--- src/sv/ccsa_pkg.sv ---
// Package for the calendar clock second advance: constants, stage types, month table.
`default_nettype none

package ccsa_pkg;

    // Field limits
    localparam logic [5:0]  SEC_MAX   = 6'd59;
    localparam logic [5:0]  MIN_MAX   = 6'd59;
    localparam logic [4:0]  HOUR_MAX  = 5'd23;
    localparam logic [3:0]  MONTH_MAX = 4'd12;
    localparam logic [3:0]  MONTH_FEB = 4'd2;
    localparam logic [13:0] YEAR_MAX  = 14'd9999;

    // Year / 25 by reciprocal: floor(y * 20972 / 2^19) is exact for any 14-bit y
    localparam int          DIV25_SHIFT = 19;
    localparam logic [14:0] DIV25_MUL   = 15'd20972;
    localparam int          PROD_W      = 29;

    // Stage 1: registered inputs, range check, reciprocal product
    typedef struct packed {
        logic [5:0]        sec;
        logic [5:0]        min;
        logic [4:0]        hour;
        logic [4:0]        day;
        logic [3:0]        month;
        logic [13:0]       year;
        logic              bad;
        logic              mod4_zero;
        logic              mod16_zero;
        logic [PROD_W-1:0] prod;
    } t_stage1;

    // Stage 2: leap resolved into a month length
    typedef struct packed {
        logic [5:0]  sec;
        logic [5:0]  min;
        logic [4:0]  hour;
        logic [4:0]  day;
        logic [3:0]  month;
        logic [13:0] year;
        logic        bad;
        logic [4:0]  mlen;
    } t_stage2;

    // Stage 3: finished result
    typedef struct packed {
        logic [5:0]  sec;
        logic [5:0]  min;
        logic [4:0]  hour;
        logic [4:0]  day;
        logic [3:0]  month;
        logic [13:0] year;
        logic        bad;
    } t_result;

    // Days in a month; codes outside 1..12 are flagged bad elsewhere
    function automatic logic [4:0] month_length(input logic [3:0] m, input logic leap);
        logic [4:0] len;
        unique case (m)
            4'd2:                      len = leap ? 5'd29 : 5'd28;
            4'd4, 4'd6, 4'd9, 4'd11:   len = 5'd30;
            default:                   len = 5'd31;
        endcase
        return len;
    endfunction

endpackage

`default_nettype wire

--- src/sv/calendar_clock_second_advance.sv ---
// Top level: pipelined one-second advance of a Gregorian date and time.
//
// Usage:
//   Drive the date and time on i_*_in and raise start for one cycle per item.
//   An item transfers at a rising edge with start high and busy low. busy is
//   always low: the pipeline takes a new item in every cycle.
//   Each result passes through the stage registers r_s1, r_s2 and r_s3 and is
//   shown on o_*_out with o_bad_input, for exactly one cycle marked by
//   o_valid, and is taken at the rising edge that ends that cycle. Results
//   leave in the order the items came in; the receiver cannot stall them.
//   Throughput: 1 item per cycle, set by the three equal register stages
//   (range check and year/25 product, leap and month length, day compare
//   and carry chain).
//   An input with any field out of range, or a day past the month's end,
//   comes back unchanged with o_bad_input set.
//   Reset (i_rst_n low, synchronous) clears the stage valid bits; items in
//   flight are dropped and no result is shown until new items arrive.
//   Year 9999 wraps to year 0; year 0 counts as a leap year.
`default_nettype none

module calendar_clock_second_advance
    import ccsa_pkg::*;
(
    input  wire         i_clk,
    input  wire         i_rst_n,
    input  wire         start,
    output logic        busy,
    input  wire  [5:0]  i_second_in,
    input  wire  [5:0]  i_minute_in,
    input  wire  [4:0]  i_hour_in,
    input  wire  [4:0]  i_day_in,
    input  wire  [3:0]  i_month_in,
    input  wire  [13:0] i_year_in,
    output logic        o_valid,
    output logic [5:0]  o_second_out,
    output logic [5:0]  o_minute_out,
    output logic [4:0]  o_hour_out,
    output logic [4:0]  o_day_out,
    output logic [3:0]  o_month_out,
    output logic [13:0] o_year_out,
    output logic        o_bad_input
);

    t_stage1 r_s1, n_s1;
    t_stage2 r_s2, n_s2;
    t_result r_s3, n_s3;
    logic    r_v1, r_v2, r_v3;

    logic [9:0]  q25;
    logic [14:0] q25_x25;
    logic        div25;
    logic        leap;
    logic        bad3;
    logic        sec_wrap, min_wrap, hour_wrap, month_end, year_end;

    // Pipeline never stalls
    assign busy = 1'b0;

    // Stage 1: range checks, year mod 4 / mod 16, year times reciprocal of 25
    always_comb begin
        n_s1.sec        = i_second_in;
        n_s1.min        = i_minute_in;
        n_s1.hour       = i_hour_in;
        n_s1.day        = i_day_in;
        n_s1.month      = i_month_in;
        n_s1.year       = i_year_in;
        n_s1.bad        = (i_second_in > SEC_MAX) || (i_minute_in > MIN_MAX) ||
                          (i_hour_in > HOUR_MAX) || (i_month_in == 4'd0) ||
                          (i_month_in > MONTH_MAX) || (i_year_in > YEAR_MAX) ||
                          (i_day_in == 5'd0);
        n_s1.mod4_zero  = (i_year_in[1:0] == 2'd0);
        n_s1.mod16_zero = (i_year_in[3:0] == 4'd0);
        n_s1.prod       = PROD_W'(i_year_in) * PROD_W'(DIV25_MUL);
    end

    // Stage 2: divisibility by 25, leap rule, month length
    always_comb begin
        q25     = r_s1.prod[PROD_W-1:DIV25_SHIFT];
        q25_x25 = {1'b0, q25, 4'd0} + {2'b0, q25, 3'd0} + {5'd0, q25};
        div25   = (q25_x25 == {1'b0, r_s1.year});
        // divisible by 4 and not by 100, or by 400
        leap    = r_s1.mod4_zero && (!div25 || r_s1.mod16_zero);
        n_s2.sec   = r_s1.sec;
        n_s2.min   = r_s1.min;
        n_s2.hour  = r_s1.hour;
        n_s2.day   = r_s1.day;
        n_s2.month = r_s1.month;
        n_s2.year  = r_s1.year;
        n_s2.bad   = r_s1.bad;
        n_s2.mlen  = month_length(r_s1.month, leap);
    end

    // Stage 3: day bound check and carry chain
    always_comb begin
        bad3      = r_s2.bad || (r_s2.day > r_s2.mlen);
        sec_wrap  = (r_s2.sec == SEC_MAX);
        min_wrap  = sec_wrap && (r_s2.min == MIN_MAX);
        hour_wrap = min_wrap && (r_s2.hour == HOUR_MAX);
        month_end = hour_wrap && (r_s2.day == r_s2.mlen);
        year_end  = month_end && (r_s2.month == MONTH_MAX);

        n_s3 = '{sec: r_s2.sec, min: r_s2.min, hour: r_s2.hour, day: r_s2.day,
                 month: r_s2.month, year: r_s2.year, bad: bad3};
        if (!bad3) begin
            n_s3.sec = sec_wrap ? 6'd0 : r_s2.sec + 6'd1;
            if (sec_wrap) begin
                n_s3.min = min_wrap ? 6'd0 : r_s2.min + 6'd1;
            end
            if (min_wrap) begin
                n_s3.hour = hour_wrap ? 5'd0 : r_s2.hour + 5'd1;
            end
            if (hour_wrap) begin
                n_s3.day = month_end ? 5'd1 : r_s2.day + 5'd1;
            end
            if (month_end) begin
                n_s3.month = year_end ? 4'd1 : r_s2.month + 4'd1;
            end
            if (year_end) begin
                n_s3.year = (r_s2.year == YEAR_MAX) ? 14'd0 : r_s2.year + 14'd1;
            end
        end
    end

    // Valid bits
    always_ff @(posedge i_clk) begin
        if (!i_rst_n) begin
            r_v1 <= 1'b0;
            r_v2 <= 1'b0;
            r_v3 <= 1'b0;
        end else begin
            r_v1 <= start && !busy;
            r_v2 <= r_v1;
            r_v3 <= r_v2;
        end
    end

    // Stage payload registers
    always_ff @(posedge i_clk) begin
        r_s1 <= n_s1;
        r_s2 <= n_s2;
        r_s3 <= n_s3;
    end

    // Result ports
    assign o_valid      = r_v3;
    assign o_second_out = r_s3.sec;
    assign o_minute_out = r_s3.min;
    assign o_hour_out   = r_s3.hour;
    assign o_day_out    = r_s3.day;
    assign o_month_out  = r_s3.month;
    assign o_year_out   = r_s3.year;
    assign o_bad_input  = r_s3.bad;

    // A result is only shown for an earlier transfer with start high
    a_latency: assert property (@(posedge i_clk) disable iff (!i_rst_n)
        o_valid |-> $past(start, 3))
        else $error("result without a matching transfer");

    // Good results stay in range
    a_range: assert property (@(posedge i_clk) disable iff (!i_rst_n)
        (o_valid && !o_bad_input) |-> (o_second_out <= SEC_MAX &&
        o_minute_out <= MIN_MAX && o_hour_out <= HOUR_MAX && o_day_out != 5'd0 &&
        o_month_out != 4'd0 && o_month_out <= MONTH_MAX && o_year_out <= YEAR_MAX))
        else $error("advanced date out of range");

    // Bad inputs pass through unchanged (second, day and year are checked)
    a_pass: assert property (@(posedge i_clk) disable iff (!i_rst_n)
        (o_valid && o_bad_input) |-> (o_second_out == $past(i_second_in, 3) &&
        o_day_out == $past(i_day_in, 3) && o_year_out == $past(i_year_in, 3)))
        else $error("bad input not passed through");

    // No minute carry unless the second wrapped
    a_carry: assert property (@(posedge i_clk) disable iff (!i_rst_n)
        (o_valid && !o_bad_input && o_second_out != 6'd0) |->
        (o_minute_out == $past(i_minute_in, 3) && o_hour_out == $past(i_hour_in, 3)))
        else $error("spurious carry out of seconds");

endmodule

`default_nettype wire
--- config.mk ---
export PLATFORM = sky130hd
export DESIGN_NAME = calendar_clock_second_advance
export DESIGN_NICKNAME = d
export VERILOG_FILES = /design/src/sv/ccsa_pkg.sv /design/src/sv/calendar_clock_second_advance.sv
export SDC_FILE = /design/constraint.sdc
export NUM_CORES = 1
export LEC_CHECK = 0
export ABC_AREA = 1
export BUFFER_PORTS_ARGS = -buffer_cell sky130_fd_sc_hd__clkbuf_2
export CORE_AREA = 4 4 145 147
export DETAILED_ROUTE_END_ITERATION = 10
export DIE_AREA = 0 0 149 151
export GPL_TIMING_DRIVEN = 0
export SYNTH_ARGS = -nofsm -noshare
export SYNTH_HDL_FRONTEND = slang
export SYNTH_SLANG_ARGS = --single-unit
--- constraint.sdc ---
create_clock -name i_clk -period 10.7 [get_ports i_clk]
set_input_delay 2.14 -clock i_clk [delete_from_list [all_inputs] [get_ports i_clk]]
set_output_delay 2.14 -clock i_clk [all_outputs]
set_load 0.01 [all_outputs]
==> flow_summary.yaml, run 1 <==
global_routing:
  grt_pass1_wl_um: 31170
  track_usage: 0.1776
  grt_max_degree: 17
  grt_pass1_vias: 6532
  grt.overflow.total: 0
  grt_antenna_before_repair: 0
clocking:
  post_cts.repair.setup_buffers: 0
  root_buffer: "clkbuf_16"
  hold_buffers: 0
  cts.sinks: 140
  cts_tree: "yes"
  clk_path_buf_depth: 2
  cts.htree.levels: 4
  cts_resized: 0
  cts_made_buffers: 17
  clk-insertion-delay-late_ns: 0.42
  clk_pin_slew_ns: 0.06
logic_synthesis:
  ys_ff_latch: 140
  ys_seq_area_frac: 0.3138
  synth.distinct_cells: 48
  synth_warnings: 0
  synthArstFlopShare: 0
  ys.flop_type: "dfxtp_1"
  synth_edf_count: 0
  syn_inst: 998
  syn_avg_cell_area_um2: 8.949
  synth_area_mm2: 0.008931
  syn-num-nets: 1240
place:
  gp_congestion: 0.8970
  io_buffers: 84
  placed_cells: 1352
  pre_cts_slack_ns: 4.239
  post-dp-hpwl_um: 15890
route:
  num_vias: 6487
  dr.pass1.iters: 4
  drc: 0
  vias_per_cell: 4.687
  drt_wl_total_um: 18600
  avgRoutedWirePerCell_um: 13.44
  ant_nets: 0
  first_iter_violations: 219
floorplan:
  coreArea_mm2: 0.01991
  ios: 86
  dieHeight_um: 151
  start_util: 0.4486
  rows: 52
  dieWidth_um: 149
  die_area_mm2: 0.02250
cells_and_area:
  syn_to_final_growth_pct: 15.23
  fin_nets: 1343
  layout-drive-gt1-share: 0.1382
  num_antenna_cells: 0
  final_cells: 1384
min_path:
  hold_path_class: "reg -> reg"
sta:
  period_share: 0.5664
  finalHoldViolCount: 0
  skew_ns: 0.01110
  final_max_slew_viol_count: 0
  holdWs_ns: 0.3256
  fin_crit_ns: 6.061
  rsz0062_at_grt: "no"
  fin_ws_ns: 4.639
  clock.fmax_mhz: 165.0
  finalSetupTns_ns: 0
  setup_viol: 0
pwr:
  p_total_uw: 2813
  max-vdd-ir-drop_uv: 131.7
  power_density_mw_per_mm2: 273.4
  p_leak_uw: 0.005389
setup_path:
  crit_type: "in -> reg"
  setup.worst_path.end_class: "flop"
  cp-endpoint: "q25[6]"
  r2r_cells: 15
  startpoint: "i_year_in[11]"
  worst-path-max-fanout: 10
  cp.required_ns: 11.00
  reg2reg_slack_ns: 7.82
  startpoint_type: "primary input"
  critical_path_arrival_ns: 6.36
  r2r_start: "q25[0]"
  worstReg2RegEnd: "r_s2[0]"
outcome:
  status: "finished, final reports clean"
run:
  drv_cap: 0
-- how the worst min path moves through the flow --
stage,slack (ns),depth (start not counted),endpoint,start
after detailed placement,0.31,0,r_s2[29],n_s2[29]
after global placement,0.31,0,r_s2[38],n_s2[38]
after CTS,0.32,0,r_s2[39],n_s2[39]
after global routing,0.32,0,r_s2[39],n_s2[39]
after floorplan,0.31,0,r_s2[24],n_s2[24]
final,0.33,0,r_s2[33],n_s2[33]
-- kinds of logic (layout without fill, tap and decap cells) --
group / Yosys count / after routing / synth area share
AOI/OAI and AO/OA: 113 / 113 / 0.07061
xor gates and xnor gates: 22 / 22 / 0.02158
adders and majority gates: 199 / 199 / 0.3376
buffers and inverters: 209 / 325 / 0.08938
DFF: 140 / 140 / 0.3138
muxes: 1 / 1 / 0.001261
other: 1 / 1 / 0.0004199
and+or+nand+nor: 313 / 313 / 0.1653
-- metal layers --
metal / wire [um] / part of all wire / track usage
met1: 8503 / 0.46 / 0.2207
met2: 8981 / 0.48 / 0.3055
met3: 507 / 0.027 / 0.02902
met4: 613 / 0.033 / 0.07780
met5: 0 / 0 / 0
-- flip-flops by register name, indices dropped and copies added (netlist names) --
| name | count |
|---|---|
| o_month_out | 4 |
| r_s1 | 2 |
| r_v2 | 1 |
| o_year_out | 14 |
| o_minute_out | 6 |
| o_day_out | 5 |
| o_hour_out | 5 |
| o_valid | 1 |
| q25 | 10 |
| o_bad_input | 1 |
| n_s2 | 41 |
| r_v1 | 1 |
| r_s2 | 43 |
| o_second_out | 6 |
-- cell usage in the layout (no fill, tap or decap), drive strengths merged, types with 4 or more instances in the layout --
cell type / synthesis / final
inv: 202 / 211
nand2: 151 / 151
dfxtp: 140 / 140
ha: 129 / 129
clkbuf: 2 / 103
fa: 70 / 70
nor2: 64 / 64
a21oi: 48 / 48
nand3: 48 / 48
o21ai: 39 / 39
nand4: 23 / 23
nor3: 15 / 15
xor2: 14 / 14
xnor2: 8 / 8
a31oi: 5 / 5
clkinv: 2 / 5
a21o: 4 / 4
o21a: 4 / 4
nor4: 4 / 4
-- cell usage after synthesis, types with 5 or more instances --
cell type,n,share of area
nor2_2,6,0.0042
nand3_1,45,0.025
ha_1,129,0.18
nand4_1,20,0.014
inv_1,197,0.083
nand2_1,146,0.061
nor2_1,54,0.023
xor2_1,14,0.014
xnor2_1,8,0.0078
dfxtp_1,140,0.31
o21ai_1,5,0.0028
fa_1,70,0.16
o21ai_0,34,0.019
inv_2,5,0.0021
a31oi_1,5,0.0035
a21oi_1,48,0.027
nor3_1,14,0.0078
-- critical path: stages --
cell and delay (ns):
clkbuf_2 0.32, fa_1 0.50, ha_1 0.30, inv_1 0.05, fa_1 0.47, inv_1 0.05, fa_1 0.52, inv_1 0.05
fa_1 0.55, inv_1 0.05, ha_1 0.32, a21oi_1 0.20, o21ai_0 0.14, a211oi_1 0.32, nand3_1 0.20, xor2_1 0.17
-- power by group --
group          leakage (uW)  internal (uW)  switching, uW
combinational       0.00391            629            982
sequential          0.00118            575           41.6
clock              0.000295            352            233
total               0.00539           1560           1260
-- through the flow --
step / utilization / cell area (um^2)
6_report: 0.5169 / 10290
5_1_grt: 0.5169 / 10290
4_1_cts: 0.5169 / 10290
3_5_place_dp: 0.4867 / 9689
3_3_place_gp: 0.4867 / 9689
2_1_floorplan: - / 8931
-- cell type report --
class | count | area (um^2)
Fill cell | 1878 | 9618
Multi-Input combinational cell | 649 | 5330
Sequential cell | 140 | 2803
Inverter | 204 | 767.0
Clock buffer | 17 | 425.4
Timing Repair Buffer | 84 | 420.4
Tap cell | 270 | 337.8
Clock inverter | 15 | 176.4
Buffer | 5 | 31.28
(Power assumes the default switching activity.)
==> run 2: changes to the inputs <==
--- a/config.mk
+++ b/config.mk
@@ -5,11 +5,11 @@
 export SDC_FILE = /design/constraint.sdc
 export NUM_CORES = 1
 export LEC_CHECK = 0
-export ABC_AREA = 1
+export ABC_AREA = 0
 export BUFFER_PORTS_ARGS = -buffer_cell sky130_fd_sc_hd__clkbuf_2
-export CORE_AREA = 4 4 145 147
+export CORE_AREA = 4 4 139 141
 export DETAILED_ROUTE_END_ITERATION = 10
-export DIE_AREA = 0 0 149 151
+export DIE_AREA = 0 0 143 145
 export GPL_TIMING_DRIVEN = 0
 export SYNTH_ARGS = -nofsm -noshare
 export SYNTH_HDL_FRONTEND = slang
==> constraint.sdc (replaced) <==
create_clock -name i_clk -period 6.2 [get_ports i_clk]
set_input_delay 1.24 -clock i_clk [delete_from_list [all_inputs] [get_ports i_clk]]
set_output_delay 1.24 -clock i_clk [all_outputs]
set_load 0.01 [all_outputs]
==> run 2 against run 1 <==
Net effect:
- setup slack worse by 4.4 ns
- count of clock-buffer cells in the layout is 1 higher
- clock power is 66% higher
- first-iteration DRC count is 6.8% lower
- clock skew hardly changed
- core utilization is 1.2 points higher
- cell count is 19% lower
- synthesized area is 8.1% lower
- non-clock buffer count is 1 lower
==> flow_summary.yaml, run 2 <==
setup_path:
  r2r_cells: 11
  crit_type: "in -> reg"
  slowest_stage: "fa_1"
  worst-path-max-fanout: 10
  critPathTopFamily: "adder cells"
  startpoint_type: "primary input"
  r2r_start: "q25[0]"
  cpPeakStageDelay_ns: 0.53
  reg2reg_slack_ns: 3.23
  cp.depth: 18
  worstReg2RegEnd: "r_s2[0]"
  critical_path_arrival_ns: 6.31
  cp_cell_sequence: "clkbuf_2 > fa_1 > ha_1 > inv_1 > fa_1 > inv_1 > fa_1 > inv_1 > fa_1 > inv_1 > ha_1 > a21o_1 > a211oi_1 > nand3b_1 > o21ai_0 > a31oi_1 > a2111o_1 > nand3_1"
  setup.worst_path.end_class: "flop"
  cp.required_ns: 6.55
  path_buf_inv: 5
global_routing:
  grt.busiest_layer: "met2"
  grt.overflow.total: 0
  track_usage: 0.1612
  grt_pass1_wl_um: 26560
  grt_pass1_vias: 5558
  grt_use_met3: 0.02896
  grtUsageMet1: 0.2084
  grtUsageMet2: 0.2681
  grt_antenna_before_repair: 0
  grt_max_degree: 17
logic_synthesis:
  synth_top_area_cell: "dfxtp_1"
  syn_avg_cell_area_um2: 10.58
  ys_seq_area_frac: 0.3415
  synth.area.top_cells: "dfxtp_1 34%, ha_1 20%, fa_1 17%, inv_1 5.4%, xnor2_1 2.8%"
  ys_ff_latch: 140
  synthArstFlopShare: 0
  syn_inst: 776
  synthMostInstantiatedCell: "dfxtp_1"
  synth_area_mm2: 0.008208
  ys.flop_type: "dfxtp_1"
  syn-num-nets: 1018
  yosysTopAreaCellShare: 0.3415
  synth.distinct_cells: 58
  synth_edf_count: 0
  synth_warnings: 0
  yosys-top-cells-count: "140 x dfxtp_1, 129 x ha_1, 118 x inv_1"
place:
  postPlaceCellArea_mm2: 0.008915
  gp_congestion: 0.8366
  io_buffers: 84
  post-dp-hpwl_um: 13180
clocking:
  post_cts.repair.setup_buffers: 0
  cts.htree.levels: 4
  hold_buffers: 0
  root_buffer: "clkbuf_16"
  clk_path_buf_depth: 2
  clk-insertion-delay-late_ns: 0.42
  cts_made_buffers: 17
  cts.sinks: 140
  cts_tree: "yes"
  clk_pin_slew_ns: 0.06
  cts_resized: 0
sta:
  fin_crit_ns: 5.954
  period_share: 0.9603
  rsz0062_at_grt: "no"
  skew_ns: 0.01063
  final_max_slew_viol_count: 0
  relSlewSlack: 0.3973
  worst_pin_slew_ns: 0.8966
  holdWs_ns: 0.3260
  clock.fmax_mhz: 168.0
  finalSetupTns_ns: 0
  finalHoldViolCount: 0
  setup_viol: 0
cells_and_area:
  final_cell_mix: "140 x dfxtp_1, 129 x ha_1, 118 x inv_1"
  largest_reg_flops: 43
  num_antenna_cells: 0
  layout_commonest_cell: "dfxtp_1"
  syn_to_final_growth_pct: 15.73
  layout-drive-gt1-share: 0.1446
  largest_register: "r_s2"
  finalInstanceArea_mm2: 0.009499
  fin_nets: 1121
floorplan:
  dieHeight_um: 145
  start_util: 0.4569
  coreArea_mm2: 0.01796
  ios: 86
  die_area_mm2: 0.02074
  dieWidth_um: 143
  rows: 49
route:
  ant_nets: 0
  avgRoutedWirePerCell_um: 14.18
  num_vias: 5434
  dr.pass1.iters: 5
  first_iter_violations: 204
  vias_per_cell: 4.847
  drc: 0
  drt_wl_total_um: 15890
min_path:
  min_path_cells: 0
  worstHoldEndpoint: "r_s2[36]"
  hp-start: "n_s2[36]"
  hold_path_class: "reg -> reg"
pwr:
  p_leak_uw: 0.004637
  power_density_mw_per_mm2: 456.1
  max-vdd-ir-drop_uv: 264.9
  p_total_uw: 4332
outcome:
  status: "finished, final reports clean"
run:
  drv_cap: 0
## run 2: area by class of cell
type | instances | area [um^2]
inverters | 118 | 442.9
clock buffers | 18 | 429.2
plain buffers | 4 | 21.27
repair buffers | 84 | 420.4
well taps | 229 | 286.5
flip-flops and latches | 140 | 2803
fillers | 1643 | 8464
clock inverters | 14 | 155.1
multi-input cells | 514 | 4941
## run 2: worst max-delay path by stage
stage	startpoint	end	slack, ns
final	i_year_in[11]	q25[9]	0.25
after floorplan	i_year_in[9]	q25[9]	0.69
after CTS	i_year_in[11]	q25[9]	0.27
after detailed placement	i_year_in[11]	q25[9]	-0.15
after global placement	i_year_in[11]	q25[9]	-0.12
after global routing	i_year_in[11]	q25[9]	0.01
## run 2: worst reg2reg max path, delay by kind of cell (launching register included)
family,cells,cell delay (ns)
AND/OR/NAND/NOR,2,0.59
multiplexers,1,0.12
flip-flops,1,0.35
buffers and inverters,1,0.05
AO/OA/AOI/OAI,4,0.63
adder cells (fa/ha/maj),3,1.11
## run 2: per-stage QoR
stage          worst slack [ns]  cells  utilization
3_5_place_dp            -0.1546   1089       0.4963
5_1_grt                 0.01498   1121       0.5288
2_1_floorplan            0.6858    776            -
4_1_cts                  0.2722   1121       0.5288
3_3_place_gp            -0.1229   1089       0.4963
6_report                 0.2462   1121       0.5288
## run 2: report_power, final
group          internal, uW  switching, uW  total, uW
sequential              990           75.0       1060
combinational          1030           1260       2290
clock                   568            406        974
total                  2590           1740       4330
## run 2: cells by family after synthesis
family	after synthesis	share of synthesized area
and+or+nand+nor	161	0.1017
other	1	0.0004569
muxes	6	0.008079
adders and majority gates	199	0.3674
AOI/OAI and AO/OA	108	0.08278
DFF	140	0.3415
xor gates and xnor gates	39	0.04162
buffers and inverters	122	0.05655
## run 2: layer usage
metal	part of all wire	up-vias
li1	-	2819
met1	0.46	2514
met2	0.49	78
met3	0.031	23
met4	0.020	0
met5	0	-
==> run 3: changes to the inputs <==
==> constraint.sdc (replaced) <==
create_clock -name i_clk -period 6.2 [get_ports i_clk]
set_input_delay 0.31 -clock i_clk [delete_from_list [all_inputs] [get_ports i_clk]]
set_output_delay 0.31 -clock i_clk [all_outputs]
set_load 0.01 [all_outputs]
==> run 3 against run 2 <==
Net effect:
- register-to-register slack hardly changed
- clock power hardly changed
- non-clock buffer count is 19 higher
- highest routed layer unchanged
- count of clock-buffer cells in the layout stayed put
- combinational power hardly changed
- first-iteration DRC count is 3.9% higher
==> flow_summary.yaml, run 3 (synthesis gave the netlist of run 2 again) <==
outcome:
  status: "finished, final reports clean"
floorplan:
  dieHeight_um: 145
  ios: 86
  rows: 49
  coreArea_mm2: 0.01796
  start_util: 0.4569
  dieWidth_um: 143
  die_area_mm2: 0.02074
global_routing:
  grt.busiest_layer: "met2"
  grt_max_degree: 17
  grtUsageMet2: 0.2740
  grt_antenna_before_repair: 0
  grt.overflow.total: 0
  grt_pass1_wl_um: 27030
  track_usage: 0.1642
  grtUsageMet1: 0.2084
  grt_pass1_vias: 5707
  grt_use_met3: 0.02962
sta:
  relSlewSlack: 0.3880
  skew_ns: 0.01328
  finalHoldViolCount: 0
  period_share: 0.8106
  fin_crit_ns: 5.026
  finalSetupTns_ns: 0
  clock.fmax_mhz: 199.0
  setup_viol: 0
  worst_pin_slew_ns: 0.9104
  final_max_slew_viol_count: 0
  rsz0062_at_grt: "no"
clocking:
  clk_pin_slew_ns: 0.06
  root_buffer: "clkbuf_16"
  clk_path_buf_depth: 2
  clk-insertion-delay-late_ns: 0.42
  cts_tree: "yes"
  cts.htree.levels: 4
  cts_resized: 0
  cts.sinks: 140
  cts_made_buffers: 17
setup_path:
  cpPeakStageDelay_ns: 0.53
  critical_path_arrival_ns: 5.38
  cp_cell_sequence: "clkbuf_2 > fa_1 > ha_1 > inv_1 > fa_1 > inv_1 > fa_1 > inv_1 > fa_1 > inv_1 > ha_1 > a21o_1 > a211oi_1 > nand3b_1 > o21ai_0 > a31oi_1 > a2111o_1 > nand3_1"
  crit_type: "in -> reg"
  path_buf_inv: 5
  cp.required_ns: 6.55
  slowest_stage: "fa_1"
  worst-path-max-fanout: 10
  setup.worst_path.end_class: "flop"
  startpoint_type: "primary input"
  critPathTopFamily: "adder cells"
place:
  post-dp-hpwl_um: 13180
  placed_cells: 1089
  postPlaceCellArea_mm2: 0.008915
  gp_congestion: 0.8366
  io_buffers: 84
cells_and_area:
  syn_to_final_growth_pct: 18.05
  largest_register: "r_s2"
  final_cell_mix: "140 x dfxtp_1, 129 x ha_1, 118 x inv_1"
  num_antenna_cells: 0
  fin_util: 0.5394
  final_cells: 1140
  largest_reg_flops: 43
  fin_nets: 1140
  layout-drive-gt1-share: 0.1416
  finalInstanceArea_mm2: 0.009689
  layout_commonest_cell: "dfxtp_1"
route:
  ant_nets: 0
  avgRoutedWirePerCell_um: 14.19
  drt_wl_total_um: 16180
  num_vias: 5523
  first_iter_violations: 212
  dr.pass1.iters: 4
  vias_per_cell: 4.845
  drc: 0
pwr:
  p_leak_uw: 0.004716
  max-vdd-ir-drop_uv: 264.6
  power_density_mw_per_mm2: 448.3
  p_total_uw: 4344
run:
  drv_cap: 0
min_path:
  hold_path_class: "in -> reg"
run 3: cell types whose count changed in the layout (fill, tap and decap cells not counted):
cell	before	now
dlygate4sd3_1	0	19
run 3: through the flow:
| step | hold WS (ns) | setup WS [ns] |
|---|---|---|
| floorplan | 0.3096 | 1.616 |
| global placement | 0.3107 | 0.8071 |
| detailed placement | 0.3121 | 0.7754 |
| CTS | 0.002145 | 1.202 |
| global route | 0.009331 | 0.9451 |
| finish | 0.02022 | 1.174 |
run 3: layout make-up:
cell class	count	area [um^2]
multi-input combinational	514	4941
sequential	140	2803
clock inverter	14	155.1
tap	229	286.5
inverter	118	442.9
clock buffer	18	429.2
timing repair buffer	103	610.6
buffer	4	21.27
fill	1622	8274
run 3: routing by layer:
layer | vias to the layer above | wire length, um
li1 | 2860 | -
met2 | 85 | 7947
met4 | 0 | 295
met1 | 2558 | 7420
met3 | 20 | 512
met5 | - | 0
run 3: worst paths after layout:
path / from / end / slack, ns / depth (start not counted)
worst max-delay path: i_year_in[11] / q25[9] / 1.17 / 18
worst min-delay path: i_month_in[2] / n_s2[22] / 0.02 / 1
worst max register to register: q25[0] / r_s2[0] / 3.23 / 11
worst min register to register: n_s2[36] / r_s2[36] / 0.33 / 0
run 3: power breakdown:
part           switching [uW]  internal, uW  total [uW]
Combinational            1270          1040        2310
Sequential               74.9           990        1060
Clock                     406           568         974
run 3: what timing repair did:
action | in CTS | in global routing
buffers inserted | 0 | 0
endpoints found under the setup margin | 0 | 0
hold buffers | 19 | 0
hold endpoints to repair | 19 | 0
run 3: worst reg2reg max path, cell delays in order, from the launching register on:
cell and delay [ns]:
dfxtp_1 0.35, fa_1 0.55, ha_1 0.17, inv_1 0.05
fa_1 0.39, nand2b_1 0.18, a21oi_1 0.13, o21ai_0 0.16
a21oi_1 0.22, mux2i_1 0.12, nor4_1 0.41, a21oi_1 0.12
